==> src/rtl/core/ntsr_pkg.sv <==
// ntsr_pkg: shared types and codes for the name table search/remove block
// depends on nothing; imported by ntsr_cell, ntsr_pick and the top level
`default_nettype none

package ntsr_pkg;

    localparam int REQ_W    = 2;
    localparam int NAME_W   = 64;
    localparam int STATUS_W = 2;
    localparam int INDEX_W  = 4;
    localparam int HELD_W   = 5;

    typedef enum logic [REQ_W-1:0] {
        OP_INSERT = 2'd0,
        OP_FIND   = 2'd1,
        OP_REMOVE = 2'd2,
        OP_NONE   = 2'd3
    } op_t;

    typedef enum logic [STATUS_W-1:0] {
        STAT_OK      = 2'd0,
        STAT_MISSING = 2'd1,
        STAT_FULL    = 2'd2,
        STAT_UNUSED  = 2'd3
    } status_t;

    typedef enum logic [1:0] {
        ST_IDLE,
        ST_CMP,
        ST_EXEC
    } state_t;

    // per-cell control from the sequencer
    typedef struct packed {
        logic cmp;    // compare held name against the broadcast key
        logic load;   // store the broadcast key
        logic shift;  // take the name of the next cell up
        logic valid;  // cell holds a name
    } cell_ctl_t;

endpackage

`default_nettype wire

==> src/rtl/core/ntsr_cell.sv <==
// ntsr_cell: one table slot, holds a name and its registered match flag
// depends on ntsr_pkg (cell_ctl_t)
`default_nettype none

module ntsr_cell #(
    parameter int KEY_W = 64
) (
    input  wire                    aclk,
    input  wire                    aresetn,
    input  ntsr_pkg::cell_ctl_t    ctl,
    input  wire [KEY_W-1:0]        key,
    input  wire [KEY_W-1:0]        up_name,
    output logic [KEY_W-1:0]       name,
    output logic                   match
);
    import ntsr_pkg::*;

    logic [KEY_W-1:0] name_reg, name_next;
    logic             match_reg, match_next;

    always_comb begin
        name_next  = name_reg;
        match_next = match_reg;
        if (ctl.load) begin
            name_next = key;
        end else if (ctl.shift) begin
            name_next = up_name;
        end
        if (ctl.cmp) begin
            match_next = ctl.valid && (name_reg == key);
        end
    end

    always_ff @(posedge aclk) begin
        name_reg <= name_next;
        if (!aresetn) begin
            match_reg <= 1'b0;
        end else begin
            match_reg <= match_next;
        end
    end

    assign name  = name_reg;
    assign match = match_reg;

endmodule

`default_nettype wire

==> src/rtl/core/ntsr_pick.sv <==
// ntsr_pick: first-match chain over the cell match flags
// depends on ntsr_pkg
`default_nettype none

module ntsr_pick #(
    parameter int ENTRIES = 16
) (
    input  wire [ENTRIES-1:0]          match,
    output logic                       found,
    output logic [$clog2(ENTRIES)-1:0] hit_index,
    output logic [ENTRIES-1:0]         at_or_after
);
    import ntsr_pkg::*;

    localparam int IDX_W = $clog2(ENTRIES);

    logic [ENTRIES:0]   seen;
    logic [ENTRIES-1:0] first;

    // seen[i] passes from cell to cell: some earlier cell matched
    always_comb begin
        seen[0] = 1'b0;
        for (int i = 0; i < ENTRIES; i++) begin
            seen[i+1] = seen[i] | match[i];
            first[i]  = match[i] & ~seen[i];
        end
    end

    always_comb begin
        hit_index = '0;
        for (int i = 0; i < ENTRIES; i++) begin
            if (first[i]) begin
                hit_index = hit_index | IDX_W'(i);
            end
        end
    end

    assign found       = seen[ENTRIES];
    assign at_or_after = seen[ENTRIES:1];

endmodule

`default_nettype wire

==> src/rtl/core/name_table_search_remove_top.sv <==
// name_table_search_remove_top: name table with append, first-match find and
// compacting remove, built as a row of cells; uses ntsr_pkg, ntsr_cell, ntsr_pick
//
//  channel | dir | fields (low bit up)
//  s_      | in  | s_tuser: req_type[1:0]; s_tdata: name_key[63:0]
//  m_      | out | m_tdata: status[1:0], entry_index[5:2], entries_held[10:6]
//
// one request at a time: accept, compare state, execute state; the compare
// runs in every cell at once in the compare state, and the shift of later
// cells on remove happens in the execute state.
// the result sits in an output register; the next item is accepted while it
// waits, and execute holds until the register is free.
// reset clears the fill count and control; names need no reset.
`default_nettype none

module name_table_search_remove_top #(
    parameter int TABLE_ENTRIES = 16,
    parameter int NAME_CHARS    = 8
) (
    input  wire                            aclk,
    input  wire                            aresetn,
    input  wire                            s_tvalid,
    output logic                           s_tready,
    input  wire [ntsr_pkg::NAME_W-1:0]     s_tdata,   // name_key[63:0]
    input  wire [ntsr_pkg::REQ_W-1:0]      s_tuser,   // req_type[1:0]
    output logic                           m_tvalid,
    input  wire                            m_tready,
    output logic [15:0]                    m_tdata    // status, entry_index, entries_held
);
    import ntsr_pkg::*;

    localparam int IDX_W = $clog2(TABLE_ENTRIES);
    localparam int CNT_W = $clog2(TABLE_ENTRIES + 1);
    localparam int KEY_W = 8 * NAME_CHARS;

    // cut at first zero byte and after NAME_CHARS bytes
    function automatic logic [KEY_W-1:0] normalize(input logic [NAME_W-1:0] raw);
        logic [NAME_W-1:0] res;
        logic              stop;
        res  = '0;
        stop = 1'b0;
        for (int b = 0; b < 8; b++) begin
            if (b >= NAME_CHARS || raw[8*b +: 8] == 8'd0) begin
                stop = 1'b1;
            end
            if (!stop) begin
                res[8*b +: 8] = raw[8*b +: 8];
            end
        end
        return res[KEY_W-1:0];
    endfunction

    state_t             state_reg, state_next;
    op_t                op_reg, op_next;
    logic [KEY_W-1:0]   key_reg, key_next;
    logic [CNT_W-1:0]   fill_reg, fill_next;
    logic               out_valid_reg, out_valid_next;
    status_t            status_reg, status_next;
    logic [IDX_W-1:0]   index_reg, index_next;
    logic [CNT_W-1:0]   held_reg, held_next;

    logic                     commit;
    logic                     full;
    cell_ctl_t                ctl   [TABLE_ENTRIES];
    logic [KEY_W-1:0]         names [TABLE_ENTRIES];
    logic [TABLE_ENTRIES-1:0] match;
    logic                     found;
    logic [IDX_W-1:0]         hit_index;
    logic [TABLE_ENTRIES-1:0] at_or_after;

    logic [IDX_W+INDEX_W-1:0] index_wide;
    logic [CNT_W+HELD_W-1:0]  held_wide;

    assign full = (fill_reg >= CNT_W'(TABLE_ENTRIES));

    // row of cells, each takes its upper neighbor's name on a shift
    for (genvar i = 0; i < TABLE_ENTRIES; i++) begin : g_cell
        logic [KEY_W-1:0] up_name;
        if (i == TABLE_ENTRIES - 1) begin : g_last
            assign up_name = '0;
        end else begin : g_mid
            assign up_name = names[i+1];
        end

        always_comb begin
            ctl[i].valid = (CNT_W'(i) < fill_reg);
            ctl[i].cmp   = (state_reg == ST_CMP);
            ctl[i].load  = commit && (op_reg == OP_INSERT) && (CNT_W'(i) == fill_reg);
            ctl[i].shift = commit && (op_reg == OP_REMOVE) && found && at_or_after[i]
                           && (CNT_W'(i + 1) < fill_reg);
        end

        ntsr_cell #(
            .KEY_W (KEY_W)
        ) u_cell (
            .aclk    (aclk),
            .aresetn (aresetn),
            .ctl     (ctl[i]),
            .key     (key_reg),
            .up_name (up_name),
            .name    (names[i]),
            .match   (match[i])
        );
    end

    ntsr_pick #(
        .ENTRIES (TABLE_ENTRIES)
    ) u_pick (
        .match       (match),
        .found       (found),
        .hit_index   (hit_index),
        .at_or_after (at_or_after)
    );

    always_ff @(posedge aclk) begin
        op_reg     <= op_next;
        key_reg    <= key_next;
        status_reg <= status_next;
        index_reg  <= index_next;
        held_reg   <= held_next;
        if (!aresetn) begin
            state_reg     <= ST_IDLE;
            fill_reg      <= '0;
            out_valid_reg <= 1'b0;
        end else begin
            state_reg     <= state_next;
            fill_reg      <= fill_next;
            out_valid_reg <= out_valid_next;
        end
    end

    always_comb begin
        state_next     = state_reg;
        op_next        = op_reg;
        key_next       = key_reg;
        fill_next      = fill_reg;
        status_next    = status_reg;
        index_next     = index_reg;
        held_next      = held_reg;
        out_valid_next = out_valid_reg && !m_tready;
        s_tready       = 1'b0;
        commit         = 1'b0;

        unique case (state_reg)
            ST_IDLE: begin
                s_tready = 1'b1;
                if (s_tvalid) begin
                    op_next    = op_t'(s_tuser);
                    key_next   = normalize(s_tdata);
                    state_next = ST_CMP;
                end
            end
            ST_CMP: begin
                state_next = ST_EXEC;
            end
            ST_EXEC: begin
                if (!out_valid_reg || m_tready) begin
                    commit         = 1'b1;
                    out_valid_next = 1'b1;
                    state_next     = ST_IDLE;
                    status_next    = STAT_MISSING;
                    index_next     = '0;
                    unique case (op_reg)
                        OP_INSERT: begin
                            if (full) begin
                                status_next = STAT_FULL;
                            end else begin
                                status_next = STAT_OK;
                                index_next  = fill_reg[IDX_W-1:0];
                                fill_next   = fill_reg + CNT_W'(1);
                            end
                        end
                        OP_FIND: begin
                            if (found) begin
                                status_next = STAT_OK;
                                index_next  = hit_index;
                            end
                        end
                        OP_REMOVE: begin
                            if (found) begin
                                status_next = STAT_OK;
                                index_next  = hit_index;
                                fill_next   = fill_reg - CNT_W'(1);
                            end
                        end
                        default: begin
                        end
                    endcase
                    held_next = fill_next;
                end
            end
            default: begin
                state_next = ST_IDLE;
            end
        endcase
    end

    assign index_wide = (IDX_W + INDEX_W)'(index_reg);
    assign held_wide  = (CNT_W + HELD_W)'(held_reg);

    assign m_tvalid = out_valid_reg;
    assign m_tdata  = {5'd0, held_wide[HELD_W-1:0], index_wide[INDEX_W-1:0], status_reg};

    a_fill_bound: assert property (@(posedge aclk) disable iff (!aresetn)
        fill_reg <= CNT_W'(TABLE_ENTRIES))
        else $error("fill count above table size");

    a_insert_grows: assert property (@(posedge aclk) disable iff (!aresetn)
        (commit && op_reg == OP_INSERT && !full) |=> fill_reg == $past(fill_reg) + CNT_W'(1))
        else $error("insert did not grow the table");

    a_remove_shrinks: assert property (@(posedge aclk) disable iff (!aresetn)
        (commit && op_reg == OP_REMOVE && found) |=> fill_reg == $past(fill_reg) - CNT_W'(1))
        else $error("remove did not shrink the table");

    a_match_in_range: assert property (@(posedge aclk) disable iff (!aresetn)
        (state_reg == ST_EXEC && found) |-> (CNT_W'(hit_index) < fill_reg))
        else $error("match outside the held entries");

endmodule

`default_nettype wire

==> config.mk <==
export PLATFORM = sky130hd
export DESIGN_NAME = name_table_search_remove_top
export DESIGN_NICKNAME = d
export VERILOG_FILES = /design/src/rtl/core/ntsr_pkg.sv /design/src/rtl/core/ntsr_cell.sv /design/src/rtl/core/ntsr_pick.sv /design/src/rtl/core/name_table_search_remove_top.sv
export SDC_FILE = /design/constraint.sdc
export NUM_CORES = 2
export LEC_CHECK = 0
export CAP_MARGIN = 5
export CORE_ASPECT_RATIO = 1.1
export CORE_MARGIN = 2
export CORE_UTILIZATION = 30
export DETAILED_ROUTE_END_ITERATION = 10
export DONT_BUFFER_PORTS = 1
export PLACE_DENSITY = 0.51
export SYNTH_ARGS = -nofsm -noshare
export SYNTH_HDL_FRONTEND = slang
export SYNTH_SLANG_ARGS = --single-unit
==> constraint.sdc <==
create_clock -name aclk -period 11.5 [get_ports aclk]
set_input_delay 2.3 -clock aclk [delete_from_list [all_inputs] [get_ports aclk]]
set_output_delay 2.3 -clock aclk [all_outputs]
set_load 0.1 [all_outputs]
### Word level (Yosys, flattened, before mapping)

Cells that the tools add are included.
W data, S select, Z words.

| cells by class | value |
|---|---|
| mux-type cells | 88 |
| bitwise gates (word level) | 45 |
| $add $sub $neg | 2 |
| reductions and logical operators | 102 |
| eq/ne operators | 37 |
| order comparisons | 18 |

Operators by type and width:

| kind | number |
|---|---|
| $mux W64 | 32 |
| $eq A64 B64 Y1 | 16 |
| $logic_and A1 B1 Y1 | 68 |
| $logic_not A8 Y1 | 8 |
| $eq A4 B5 Y1 const A | 8 |
| $lt A4 B5 Y1 const A | 8 |
| $mux W4 | 10 |
| $reduce_bool A2 Y1 | 16 |
| $mux W1 | 31 |
| $eq A3 B5 Y1 const A | 4 |
| $lt A3 B5 Y1 const A | 4 |
| $and A1 B1 Y1 | 15 |
| $not A1 Y1 | 15 |
| $or A1 B1 Y1 | 15 |
| $mux W3 | 4 |
| $eq A2 B5 Y1 const A | 2 |
| $lt A1 B5 Y1 const A | 2 |
| $lt A2 B5 Y1 const A | 2 |
| $mux W2 | 5 |
| $mux W5 | 2 |
| $pmux W5 S2 | 1 |
| $pmux W4 S2 | 1 |
| $pmux W2 S3 | 1 |
| $reduce_and A2 Y1 | 3 |
| other kinds (14) | 19 |

| word-level totals | value |
|---|---|
| input bits | 70 |
| word-level logic and storage cells | 339 |
| bits in registers | 1125 |
| output and inout port bits | 18 |

### Longest topological paths before layout

| logic depth | value |
|---|---|
| depth after elaboration | 25 |
| depth in mapped cells | 10 |
| gate-level depth less buffers | 7 |

### Cells and area by module

Synthesis repeated with hierarchy kept, for this count alone.

| second synthesis, totals | value |
|---|---|
| cells, all modules | 4175 |
| area, all modules | 59614.7 µm² |

Modules (own cells, without submodules):

| module | cells an instance | sequential area each (µm²) | times used | area an instance (µm²) |
|---|---|---|---|---|
| ntsr_cell | 234 | 1941.9 | 16 | 3447.1 |
| name_table_search_remove_top | 387 | 2472.4 | 1 | 4164.0 |
| ntsr_pick | 44 | 0.0 | 1 | 297.8 |

### Worst setup path after synthesis

No wires, ideal clock.

| timing path | value |
|---|---|
| path type | in2reg |
| start point | in m_tready |
| end point | reg g_cell[12].u_cell.name_reg[0] (enable) |
| cell stages on the path | 7 |
| path slack | 2.720 ns |
| data arrival time | 8.196 ns |
| setup time | 0.584 ns |
| path through | nand2b_1 nand2b_1 inv_1 buf_4 nand3_1 or2_2 o32ai_1 |

| on the way | value |
|---|---|
| word-level cells in the longest chain between the ends | 8 |

Ends and longest elaborated chain:

| what | line | RTL |
|---|---|---|
| start: declaration | name_table_search_remove_top.sv:27 | `input wire m_tready,` |
| $logic_or A1 B1 Y1 * | name_table_search_remove_top.sv:157 | `if (!out_valid_reg \|\| m_tready) begin` |
| $mux W1 * | name_table_search_remove_top.sv:157 |  |
| $mux W1 * | name_table_search_remove_top.sv:144 | `unique case (state_reg)` |
| named net commit | name_table_search_remove_top.sv:62 | `logic commit;` |
| $logic_and A1 B1 Y1 (3 in series) | name_table_search_remove_top.sv:89 | `ctl[i].shift = commit && (op_reg == OP_REMOVE) && found && at_or_after[i]` |
| $logic_and A1 B1 Y1 | name_table_search_remove_top.sv:90 | `&& (CNT_W'(i + 1) < fill_reg);` |
| $reduce_bool A2 Y1 (no source line) * | n/a |  |
| end signal: assignment | ntsr_cell.sv:35 | `name_reg <= name_next;` |
| end: declaration | ntsr_cell.sv:18 | `logic [KEY_W-1:0] name_reg, name_next;` |

Mark *: on every way through the listed nets, which the timed path passes. The rest lies on a longest branch.
A chain may end at the register's enable or synchronous reset.

### Worst setup path in the final report

| timing path | value |
|---|---|
| start point | in m_tready |
| end point | reg g_cell[2].u_cell.name_reg[31] (data pin) |

| on the way | value |
|---|---|
| word-level cells in the longest chain between the ends | 6 |

Ends and longest elaborated chain:

| what | line | RTL |
|---|---|---|
| $logic_or A1 B1 Y1 | name_table_search_remove_top.sv:157 |  |
| $mux W1 | name_table_search_remove_top.sv:157 |  |
| $mux W1 | name_table_search_remove_top.sv:144 |  |
| $logic_and A1 B1 Y1 (2 in series) | name_table_search_remove_top.sv:88 | `ctl[i].load = commit && (op_reg == OP_INSERT) && (CNT_W'(i) == fill_reg);` |
| $mux W64 | ntsr_cell.sv:24 | `if (ctl.load) begin` |
| named net g_cell[2].u_cell.name_next[31] | ntsr_cell.sv:18 |  |
| end signal: assignment | ntsr_cell.sv:35 |  |
| end: declaration | ntsr_cell.sv:18 |  |

The timed path passes the listed nets, and every way through them passes these cells.

==> parameters.txt <==
Parameter                              Value

Run status
  Outcome ... finished, final reports clean

Placement
  Input/output buffers ... 0
  Detail Placement HPWL ... around 180 mm
  Routability cong. ... between 0.9 and 1
  Post-placement cell count ... 6,871

Routing
  Vias post-DR ... 40,254
  Ratio of routed vias to standard cells ... around 5.6
  Post-detailed-route DRC marker count ... 0
  Number of search-and-repair iterations in the first detailed-routing pass ... 6
  Number of design-rule violations left by the first detailed-router iteration ... slightly above 5,000
  Total length of routed wires ... around 260 mm
  Average wire length per cell after detail routing ... between 30 and 40 um
  ANT nets after route ... 0

Power
  Portion of total power attributed to sequential cells ... 46.4%
  Switching power summed over all nets ... 2420 uW
  Combinational Power Share ... roughly 7.7%
  Leakage power ... about 0.022 uW
  Power density of the placed cells ... 144 mW/mm2
  IR Drop Worst-Case VDD ... roughly 0.15 mV
  Proportion of total power due to net switching ... around a quarter
  Proportion of power drawn by the clock network ... a little under half
  Cell internal power dissipation ... a little over 7000 uW

Cells and area
  Net total in the final layout ... 4,509
  Leading cell type in the layout, fill and taps excluded ... edfxtp_1
  Most frequent cells in the layout ... edfxtp_1, mux2_2, xor2_1
  Fraction of final layout cells sized beyond drive strength 1 ... a little over a quarter
  Share of the core filled with cells ... roughly 34%
  Layout Area Growth over Synthesis ... 13.4%
  Flip-flop count of the largest register, all copies and words added ... roughly 1,000
  Number of non-filler instances in the completed layout ... roughly 7,100

Worst setup path
  Category of the worst setup path launch point ... input pin
  Worst setup path startpoint ... m_tready
  Endpoint class of the critical path ... flip-flop
  Startpoint of the worst-slack reg-to-reg timing path ... m_tvalid
  Critical path class ... in -> reg
  Worst Reg2Reg Path Length in Cells ... 7
  Worst setup path endpoint ... g_cell[2].u_cell.name[31]
  WP data required ... between 10 and 15 ns
  Register-to-Register Setup Slack ... around 6.8 ns
  Highest net fanout along the worst path ... between 60 and 70
  Worst Path Arrival ... roughly 5.9 ns
  Worst R2R End ... g_cell[2].u_cell.name[31]

Floorplanning
  Row count ... 170
  Die Footprint ... between 0.2 and 0.25 mm2
  Vert. Die Dim ... 469 um
  Floorplan die width ... 427 um
  Number of primary I/O pins ... slightly below 90
  Core box area ... 0.195 mm2
  Starting density of the core ... approximately 30%

Logic synthesis
  Number of register bits inferred by synthesis ... around 1,100
  Post-synth top flop ... edfxtp_1
  Post-synthesis share of cell area spent on and, or, nand and nor gates ... about 7.0%
  Number of enable-type register cells in the synthesized netlist ... 1,101
  Avg Inst Size Synth ... roughly 13 um2
  Yosys warning total ... 0
  Synthesized cell area ... between 0.05 and 0.06 mm2
  Fraction of the mapped netlist area in compound gates ... 5.20%
  Area share of xor/xnor cells in the synthesized design ... between 10% and 20%
  Cells after Synth ... 4,480
  Multiplexer fraction of the synthesized cell area ... roughly 15%
  Sequential fraction of the synthesis area ... approximately 57%
  Main combinational cell family by area after synthesis ... multiplexers
  Adder and majority gate portion of the synthesized area ... 0.191%
  Count of different cell masters after synthesis ... a little under 70
  Async set-reset flop share out of synthesis ... 0%

STA
  Slew Limit Headroom ... about 2.4%
  RSZ-0062 raised after global routing ... false
  Maximum operating frequency ... about 190 MHz
  Slew Viols, Final ... 0
  Share of the clock period used by the worst path ... 47.0%
  Post-Route Setup TNS ... 0 ns
  Total count of hold-check failures in the final report ... 0
  Clock skew ... 0.0372 ns
  Fin crit period ... roughly 5.4 ns
  Final setup violating endpoints ... 0
  Worst Max-Slew Pin Slew ... ~1.5 ns

CTS
  Clock-pin slew on the worst setup and hold paths ... 0.05 ns
  Num CTS Buffers ... 137
  Post-CTS setup buffer count ... 0
  Worst skew pair latency ... approximately 0.80 ns
  H-tree levels ... 4
  CTS root buf ... clkbuf_16
  Count of cells resized by post-cts repair ... 0
  Maximum buffer depth of the clock tree ... 3
  Number of buffers inserted by hold repair at cts ... 0
  Clock tree from TritonCTS ... built
  Clock Sink Count ... 1,125

Job
  Count of max-cap constraint violations ... 0

GRT
  Residual overflow from global routing ... 0
  Global-route wire length before repair ... ~350 mm
  Number of antenna violations at the first check in global routing ... 26
  Vias in the first global route ... slightly below 40,000
  Gr usage total ... between 20 and 30%
  Maximum number of pins on one net before global-route repair ... 112

Worst hold path
  Classification of the worst-slack hold path ... reg -> reg
[metal layers]
layer | up-vias | wire length (um) | global-route usage, %
li1 | 16554 | - | -
met1 | 20715 | 101000 | 32.0
met2 | 2380 | 119000 | 39.9
met3 | 595 | 23600 | 5.21
met4 | 10 | 17400 | 14.8
met5 | - | 97 | 0
[power groups by stage]
stage	clock, uW	sequential [uW]	combinational (uW)
after detailed placement	0	4570	722
after floorplan	0	4560	347
final	4430	4480	749
after CTS	4490	4480	725
after global routing	4630	4480	746
after global placement	0	4570	725
[cell usage after synthesis, types with 24 or more instances]
cell       count  area, um2
buf_1         64        240
nand4_1      126        788
o21ai_0      179        896
a221oi_1      40        350
and2_1        59        369
nor3_1        81        405
edfxtp_1    1101      33100
mux2_2       800       9010
nand3_1       29        145
xor2_1       457       4000
clkbuf_1     202        758
nor2_1        45        169
nor4_1       177       1110
nand2_1      190        713
o2bb2ai_1     39        342
xnor2_1      354       3100
a22o_1        45        394
o22ai_1       81        507
buf_2        105        526
dfxtp_1       24        480
inv_1        106        398
[final cells by class]
class / count / area [um2]
tap: 2580 / 3230
sequential: 1125 / 33500
timing repair buffer: 188 / 1440
inverter: 119 / 447
clock inverter: 55 / 569
antenna: 14 / 35.0
clock buffer: 194 / 3900
fill: 19071 / 128000
multi-input combinational: 2859 / 23800
[critical path, stage by stage]
cell      delay [ns]
nand2b_1        0.13
nand2b_1        0.18
inv_1           0.72
nand3_1         0.97
nor2_4          0.28
buf_4           0.85
mux2_2          0.43
[worst min path at each step]
stage | start | end | slack (ns) | cells past startpoint
2_1_floorplan | g_cell[15].u_cell.match | g_cell[15].u_cell.match | 0.42 | 2
3_3_place_gp | g_cell[15].u_cell.match | g_cell[15].u_cell.match | 0.45 | 2
3_5_place_dp | g_cell[15].u_cell.match | g_cell[15].u_cell.match | 0.45 | 2
4_1_cts | g_cell[15].u_cell.match | g_cell[15].u_cell.match | 0.46 | 2
5_1_grt | g_cell[15].u_cell.match | g_cell[15].u_cell.match | 0.50 | 2
6_report | g_cell[15].u_cell.match | g_cell[15].u_cell.match | 0.46 | 2
[per-stage QoR]
stage / hold slack [ns] / setup slack [ns] / instance area [um2] / power, uW
CTS: 0.459 / 6.18 / 67000 / 9690
global placement: 0.454 / 5.41 / 62500 / 5290
finish: 0.459 / 6.10 / 67000 / 9670
detailed placement: 0.452 / 5.36 / 62500 / 5290
global route: 0.495 / 5.95 / 67000 / 9860
floorplan: 0.417 / 2.72 / 59100 / 4910
[cells by family (layout without fill, tap and decap cells)]
kind of cell / Yosys count / count (layout)
other: 1 / 19
DFF: 1125 / 1125
adders and majority gates: 9 / 9
muxes: 802 / 802
AOI/OAI and AO/OA: 459 / 459
and+or+nand+nor: 773 / 773
buffers and inverters: 500 / 556
xor gates and xnor gates: 811 / 811
Power figures use the tool's default switching activity.
